## config.mk

```make
export PLATFORM = sky130hd
export DESIGN_NAME = orl_ctrl
export DESIGN_NICKNAME = d
export VERILOG_FILES = /design/src/orl_pkg.sv /design/src/orl_ctrl.sv
export SDC_FILE = /design/constraint.sdc
export NUM_CORES = 1
export LEC_CHECK = 0
export ABC_AREA = 1
export BUFFER_PORTS_ARGS = -buffer_cell sky130_fd_sc_hd__buf_2
export CAP_MARGIN = 20
export CORE_MARGIN = 3
export CORE_UTILIZATION = 39
export CTS_CLUSTER_SIZE = 24
export DETAILED_ROUTE_END_ITERATION = 10
export GPL_TIMING_DRIVEN = 0
export PLACE_DENSITY = 0.71
export SYNTH_ARGS = -nofsm -noshare
export SYNTH_HDL_FRONTEND = slang
export SYNTH_SLANG_ARGS = --single-unit
export TNS_END_PERCENT = 100
```

## constraint.sdc

```tcl
create_clock -name clk -period 1.15 [get_ports clk]
set_input_delay 0.1725 -clock clk [delete_from_list [all_inputs] [get_ports clk]]
set_output_delay 0.1725 -clock clk [all_outputs]
set_load 0.005 [all_outputs]
```

## src/orl_pkg.sv

```systemverilog
// Package: shared types, constants and codes for the ordered record list.
package orl_pkg;

  localparam int CAPACITY_DEF = 256;
  localparam int POS_W        = 9;
  localparam int COUNT_W      = 9;
  localparam int REC_W        = 64 + 8 + 64 + 16 + 32;

  typedef enum logic [1:0] {
    ACT_INSERT = 2'd0,
    ACT_DELETE = 2'd1,
    ACT_READ   = 2'd2,
    ACT_UPDATE = 2'd3
  } action_t;

  typedef enum logic [1:0] {
    STAT_DONE      = 2'd0,
    STAT_BAD_POS   = 2'd1,
    STAT_FULL      = 2'd2,
    STAT_NOT_FOUND = 2'd3
  } status_t;

  typedef enum logic [1:0] {
    PTR_HOLD = 2'd0,
    PTR_INS  = 2'd1,
    PTR_DEL  = 2'd2,
    PTR_ZERO = 2'd3
  } ptr_sel_t;

  typedef enum logic [3:0] {
    ST_IDLE,
    ST_DECODE,
    ST_INS_WALK,
    ST_INS_LAST,
    ST_INS_PUT,
    ST_DEL_WALK,
    ST_DEL_LAST,
    ST_SEARCH,
    ST_UPDATE,
    ST_REPLY
  } state_t;

  typedef struct packed {
    logic [1:0]         action;
    logic [POS_W-1:0]   position;
    logic [63:0]        id_low;
    logic [7:0]         id_high;
    logic [63:0]        name_low;
    logic [15:0]        name_high;
    logic signed [31:0] score;
  } in_rec_t;

  typedef struct packed {
    logic [1:0]         status;
    logic [COUNT_W-1:0] record_count;
    logic [63:0]        found_id_low;
    logic [7:0]         found_id_high;
    logic [63:0]        found_name_low;
    logic [15:0]        found_name_high;
    logic signed [31:0] found_score;
  } out_rec_t;

  // One stored record as it sits in the RAM.
  typedef struct packed {
    logic [63:0] key_low;
    logic [7:0]  key_high;
    logic [63:0] label_low;
    logic [15:0] label_high;
    logic [31:0] mark;
  } rec_t;

  typedef struct packed {
    logic     load;
    ptr_sel_t ptr_sel;
    logic     rd;
    logic     dir_up;
    logic     shift;
    logic     put;
    logic     upd;
    logic     cnt_inc;
    logic     cnt_dec;
    logic     set_st;
    status_t  st;
    logic     found;
    logic     reply;
  } dp_cmd_t;

  typedef struct packed {
    logic [1:0] action;
    logic       ins_ok;
    logic       del_ok;
    logic       full;
    logic       empty;
    logic       tail_ins;
    logic       tail_del;
    logic       end_up;
    logic       end_dn;
    logic       more;
    logic       hit;
    logic       lag_vld;
    logic       out_free;
  } dp_stat_t;

endpackage

```

## src/orl_ctrl.sv

```systemverilog
// Controller: sequences each request over the datapath.
module orl_ctrl (
  input  logic              clk,
  input  logic              rst_n,
  input  logic              in_valid,
  output logic              in_stall,
  input  orl_pkg::dp_stat_t stat,
  output orl_pkg::dp_cmd_t  cmd
);

  orl_pkg::state_t state_r, state_nxt;

  always_ff @(posedge clk) begin
    if (!rst_n) begin
      state_r <= orl_pkg::ST_IDLE;
    end else begin
      state_r <= state_nxt;
    end
  end

  always_comb begin
    state_nxt = state_r;
    cmd       = '0;
    in_stall  = 1'b1;
    case (state_r)
      orl_pkg::ST_IDLE: begin
        in_stall = 1'b0;
        if (in_valid) begin
          cmd.load  = 1'b1;
          state_nxt = orl_pkg::ST_DECODE;
        end
      end
      orl_pkg::ST_DECODE: begin
        cmd.set_st = 1'b1;
        cmd.st     = orl_pkg::STAT_DONE;
        if (stat.action == orl_pkg::ACT_INSERT) begin
          if (!stat.ins_ok) begin
            cmd.st    = orl_pkg::STAT_BAD_POS;
            state_nxt = orl_pkg::ST_REPLY;
          end else if (stat.full) begin
            cmd.st    = orl_pkg::STAT_FULL;
            state_nxt = orl_pkg::ST_REPLY;
          end else if (stat.tail_ins) begin
            state_nxt = orl_pkg::ST_INS_PUT;
          end else begin
            cmd.ptr_sel = orl_pkg::PTR_INS;
            state_nxt   = orl_pkg::ST_INS_WALK;
          end
        end else if (stat.action == orl_pkg::ACT_DELETE) begin
          if (!stat.del_ok) begin
            cmd.st    = orl_pkg::STAT_BAD_POS;
            state_nxt = orl_pkg::ST_REPLY;
          end else if (stat.tail_del) begin
            state_nxt = orl_pkg::ST_DEL_LAST;
          end else begin
            cmd.ptr_sel = orl_pkg::PTR_DEL;
            state_nxt   = orl_pkg::ST_DEL_WALK;
          end
        end else begin
          if (stat.empty) begin
            cmd.st    = orl_pkg::STAT_NOT_FOUND;
            state_nxt = orl_pkg::ST_REPLY;
          end else begin
            cmd.ptr_sel = orl_pkg::PTR_ZERO;
            state_nxt   = orl_pkg::ST_SEARCH;
          end
        end
      end
      // Read downwards, write each record one place up
      orl_pkg::ST_INS_WALK: begin
        cmd.rd    = 1'b1;
        cmd.shift = 1'b1;
        if (stat.end_up) begin
          state_nxt = orl_pkg::ST_INS_LAST;
        end
      end
      orl_pkg::ST_INS_LAST: begin
        cmd.shift = 1'b1;
        state_nxt = orl_pkg::ST_INS_PUT;
      end
      orl_pkg::ST_INS_PUT: begin
        cmd.put     = 1'b1;
        cmd.cnt_inc = 1'b1;
        state_nxt   = orl_pkg::ST_REPLY;
      end
      // Read upwards, write each record one place down
      orl_pkg::ST_DEL_WALK: begin
        cmd.rd     = 1'b1;
        cmd.dir_up = 1'b1;
        cmd.shift  = 1'b1;
        if (stat.end_dn) begin
          state_nxt = orl_pkg::ST_DEL_LAST;
        end
      end
      orl_pkg::ST_DEL_LAST: begin
        cmd.dir_up  = 1'b1;
        cmd.shift   = 1'b1;
        cmd.cnt_dec = 1'b1;
        state_nxt   = orl_pkg::ST_REPLY;
      end
      orl_pkg::ST_SEARCH: begin
        cmd.dir_up = 1'b1;
        if (stat.hit) begin
          // Stop reading so the matching record stays on the RAM output
          cmd.set_st = 1'b1;
          cmd.st     = orl_pkg::STAT_DONE;
          if (stat.action == orl_pkg::ACT_READ) begin
            cmd.found = 1'b1;
            state_nxt = orl_pkg::ST_REPLY;
          end else begin
            state_nxt = orl_pkg::ST_UPDATE;
          end
        end else if (!stat.lag_vld && !stat.more) begin
          cmd.set_st = 1'b1;
          cmd.st     = orl_pkg::STAT_NOT_FOUND;
          state_nxt  = orl_pkg::ST_REPLY;
        end else begin
          cmd.rd = stat.more;
        end
      end
      orl_pkg::ST_UPDATE: begin
        cmd.upd   = 1'b1;
        state_nxt = orl_pkg::ST_REPLY;
      end
      orl_pkg::ST_REPLY: begin
        if (stat.out_free) begin
          cmd.reply = 1'b1;
          state_nxt = orl_pkg::ST_IDLE;
        end
      end
      default: state_nxt = orl_pkg::ST_IDLE;
    endcase
  end

endmodule
```

==> flow_summary.toml, run 1 <==
[outcome]
status = "complete, but fails checks"
violations = "setup timing"

[layout]
final_common_cell = "buf_2"
layout_common_cells = "31 x buf_2, 24 x nand2_1, 17 x inv_1, 12 x buf_4, 11 x nor2_1"
biggestRegsByFlops = "state_r: 4 flops"
instances_no_fill = 185
diodes = 0
fin_nets = 189
areaGrowthSynthToFinish_pct = 94.3
post-route-util = 0.845
largest_register_ffs = 4
layout-drive-gt1-share = 0.571
regMostFlops = "state_r"

[synthesis]
synth_seq_cells = 4
syn-mean-instance-area_um2 = 5.04
netlist_instances = 118
netlist_area_um2 = 594
yosysSeqAreaShare = 0.135
synth_top_area_cell = "nand2_1"
synth.top_cells.by_area = "nand2_1 19%, nor2_1 14%, dfxtp_1 13%"
ys_warn_count = 0
synth_fp_nets = 135
synth_cell_types = 17
synth_top_area_frac = 0.189

[grt]
grt_usage = 0.218
grt_max_degree = 7
first_global_vias = 806
grt_pass1_wl_mm = 3.38
grt-ovfl-total = 0
grt_antenna_before_repair = 0

[timing]
finalCriticalPeriod_ps = 1440
setup_tns_ps = -4290
fin_ws_ps = -291
finalCritPeriodShare = 1.25
skew_ps = 5.31
finalHoldViolations = 0
fmaxAchievable_mhz = 694
final-setup-viol-count = 20
worstMarginPinSlew_ps = 372
relSlewSlack = 0.751
whs_ps = 232
slew_viol_final = 0
rsz0062_at_grt = "true"

[critical_path]
crit_type = "reg -> out"
worstSetupStartpointType = "flop"
arrival_ps = 1270
cp_cell_sequence = "nand2_4, nor2_4, inv_2, o21ai_1, buf_2"
critPathMaxFanout = 6
critPathBufInv = 2
crit_family = "flip-flops"
crit_path_end_kind = "output pin"
slowest_delay_ps = 410
critPathRequiredTime_ps = 980
cp_slowest_cell = "dfxtp_4"

[route]
wl_per_cell_um = 15.6
ant_nets = 0
viasPerCell = 5.44
drt_pre_antenna_iters = 4
drc = 0
drt_iter0_markers = 47
vias = 1007
drt-total-wl_mm = 2.90

[floorplan]
fp-row-count = 13
initial_core_util = 0.435
io_pins = 33
coreArea_um2 = 1370
dieHeight_um = 45.0
die_area_um2 = 2030
die-width_um = 45.0

[placement]
dp_cells = 165
gp_congestion = 0.838
portBuffers = 32
dp_hpwl_mm = 1.35

[flow_run]
cap_violations = 0

[clock_tree]
worstSkewPairLatency_ps = 230
cts_buffers = 3
htree_levels = 1
tritoncts = "built"
clock-sinks = 4
cts-root-buf = "clkbuf_4"
clk_pin_slew_ps = 40
clock_path_buffers = 2

[pwr]
power_mw = 2.19
leakage_nw = 0.636
powerDensity_nw_per_um2 = 1900
vdd_ir_drop_max_mv = 1.14

[min_path]
hp-class = "in -> reg"
cells in the mapped netlist (all sizes together):
| cell type | n |
|---|---|
| o31ai | 1 |
| nand2 | 34 |
| nand3 | 12 |
| o21bai | 1 |
| o21ai | 7 |
| and3 | 1 |
| dfxtp | 4 |
| inv | 22 |
| a211oi | 1 |
| nand4 | 1 |
| a21oi | 6 |
| nor3 | 2 |
| buf | 1 |
| nor2 | 25 |
through the flow:
step / setup slack (ps) / area (µm²)
2_1_floorplan: 8.38 / 594
3_3_place_gp: -199 / 773
3_5_place_dp: -189 / 773
4_1_cts: -242 / 1010
5_1_grt: -372 / 1150
6_report: -291 / 1150
metal layers:
layer  GRT usage  share of wire  vias to the layer above
li1            -              -                      476
met1       0.279           0.37                      444
met2       0.390           0.49                       70
met3      0.0319          0.084                       17
met4      0.0292          0.048                        0
met5           0              0                        -
power by group:
group	total (mW)	switching (mW)	internal, mW	leakage (nW)
clock	0.175	0.0578	0.117	0.0138
combinational	1.69	0.916	0.776	0.587
sequential	0.322	0.115	0.207	0.0356
cell type report:
type                            instances  area (µm²)
Buffer                                  1        7.51
Clock buffer                            3        22.5
Fill cell                              88         211
Inverter                               22        92.6
Multi-Input combinational cell         91         602
Sequential cell                         4        95.1
Tap cell                               15        18.8
Timing Repair Buffer                   49         317
repair_timing:
item	in CTS	in global routing
pin swaps	15	14
buffers inserted	12	6
endpoints found under the setup margin	20	20
resized for setup	43	27
endpoints found under the hold margin	0	0
hold buffers	0	0
worst min-delay path: stages:
cell and delay [ps]:
buf_2 70, inv_1 60, a21oi_1 110
final timing paths:
check / startpoint / endpoint / slack [ps] / cells after the start
max: state_r[0] / cmd[4] / -290 / 5
min reg2reg: state_r[1] / state_r[1] / 560 / 2
max reg2reg: state_r[3] / state_r[2] / -190 / 9
min: rst_n / state_r[3] / 230 / 3
cell families after synthesis:
family                 count (synthesis)  share of synthesized area
AO/OA/AOI/OAI                         16                      0.147
buffers and inverters                 23                      0.152
flip-flops                             4                      0.135
AND/OR/NAND/NOR                       75                      0.566
No activity file was read; power rests on OpenSTA's default activity.
==> run 2: changes to the inputs <==
SKIP_LAST_GASP = 1   (was unset)
==> run 2 against run 1 <==
Combinational power down 6%. Largest cell class unchanged. Maximum frequency up 0.56%. Clock power down 3%. Setup slack better by 8.0 ps. Clock skew down 3.9 ps. Count of clock-buffer cells in the layout unchanged. Sequential cell count unchanged. Global-route usage down 0.90 points. Sequential share of layout area up 0.24 points. The run still ends with setup timing left. Wire length down 15%. First-iteration DRC count down 43%.
==> flow_summary.toml, run 2 (synthesized netlist as in run 1, its figures left out) <==
[route]
ant_nets = 0
drt-total-wl_mm = 2.46
drc = 0
vias = 995
drt_pre_antenna_iters = 4
wl_per_cell_um = 13.2
viasPerCell = 5.35
drt_iter0_markers = 27

[min_path]
hp-class = "in -> reg"

[timing]
finalCriticalPeriod_ps = 1430
fmaxAchievable_mhz = 698
finalCritPeriodShare = 1.25
relSlewSlack = 0.807
skew_ps = 1.43
slew_viol_final = 0
rsz0062_at_grt = "true"
whs_ps = 226
finalHoldViolations = 0
fin_ws_ps = -283
final-setup-viol-count = 20
setup_tns_ps = -4510
worstMarginPinSlew_ps = 287

[pwr]
power_mw = 2.09
powerDensity_nw_per_um2 = 1860
leakage_nw = 0.624
vdd_ir_drop_max_mv = 1.21

[clock_tree]
cts_buffers = 3
htree_levels = 1
clock_path_buffers = 2
clock-sinks = 4
cts_hold_buf = 0
tritoncts = "built"
cts-root-buf = "clkbuf_4"
worstSkewPairLatency_ps = 230
clk_pin_slew_ps = 40

[layout]
areaGrowthSynthToFinish_pct = 88.8
final_common_cell = "buf_2"
instances_no_fill = 186
fin_nets = 190
largest_register_ffs = 4
post-route-util = 0.821
layout_common_cells = "31 x buf_2, 23 x nand2_1, 17 x inv_1, 13 x buf_4, 11 x nor2_1"
regMostFlops = "state_r"
diodes = 0
biggestRegsByFlops = "state_r: 4 flops"
stdcell_area_um2 = 1120
layout-drive-gt1-share = 0.567

[critical_path]
worstSetupStartpointType = "flop"
arrival_ps = 1580
crit_path_end_kind = "flop"
critPathMaxFanout = 4
crit_type = "reg -> reg"
critPathRequiredTime_ps = 1300

[placement]
dp_cells = 165
gp_congestion = 0.838
portBuffers = 32
dpl_cell_area_um2 = 773
pre_cts_ws_ps = -189
dp_hpwl_mm = 1.35

[floorplan]
die_area_um2 = 2030
die-width_um = 45.0
coreArea_um2 = 1370
dieHeight_um = 45.0
initial_core_util = 0.435
io_pins = 33
fp-row-count = 13

[grt]
grt_antenna_before_repair = 0
grt-ovfl-total = 0
first_global_vias = 801
grt_pass1_wl_mm = 3.23
grt_usage = 0.209
grt_max_degree = 7

[flow_run]
cap_violations = 0

[outcome]
status = "complete, but fails checks"
violations = "setup timing"
[run 2: cell types whose count changed in the layout (fill, tap and decap cells not counted), moves of 2 or more]
cell	previous run	this run
nand2_2	3	5
nand3_4	2	0
nand3_1	7	9
nor2_4	8	6
nor2_2	6	8
[run 2: final timing paths]
kind / from / end / slack, ps / cells after the start
worst min register to register: state_r[1] / state_r[1] / 680 / 3
worst min-delay path: rst_n / state_r[0] / 230 / 3
worst max-delay path: state_r[1] / state_r[1] / -280 / 9
worst max register to register: state_r[1] / state_r[1] / -280 / 9
[run 2: per-layer routing]
metal / GRT usage / vias up / routed length (µm)
li1: - / 479 / -
met1: 0.260 / 465 / 1010
met2: 0.379 / 47 / 1270
met3: 0.0398 / 4 / 150
met4: 0.0234 / 0 / 30
met5: 0 / - / 0
[run 2: worst max-delay path, stage by stage (launching register included)]
cell     delay [ps]
dfxtp_4         370
buf_4           130
buf_6           100
nor2_4           40
buf_4           140
nand3_1          80
nand3_2         130
nor2_4          160
nand2_1          60
a21oi_1         140
[run 2: layout make-up]
| class | count | area (µm²) |
|---|---|---|
| fill | 89 | 244 |
| clock buffer | 3 | 22.5 |
| tap | 15 | 18.8 |
| multi-input combinational | 91 | 564 |
| buffer | 1 | 7.51 |
| timing repair buffer | 50 | 324 |
| inverter | 22 | 90.1 |
| sequential | 4 | 95.1 |
[run 2: power breakdown]
group | internal (mW) | total (mW) | switching [mW]
logic | 0.743 | 1.59 | 0.850
registers | 0.207 | 0.323 | 0.116
clock network | 0.116 | 0.169 | 0.0526
total | 1.07 | 2.09 | 1.02
[run 2: repair_timing]
action | in CTS | in global routing
endpoints found under the setup margin | 20 | 20
pin swaps | 15 | 11
buffers inserted | 12 | 6
resized for setup | 41 | 20
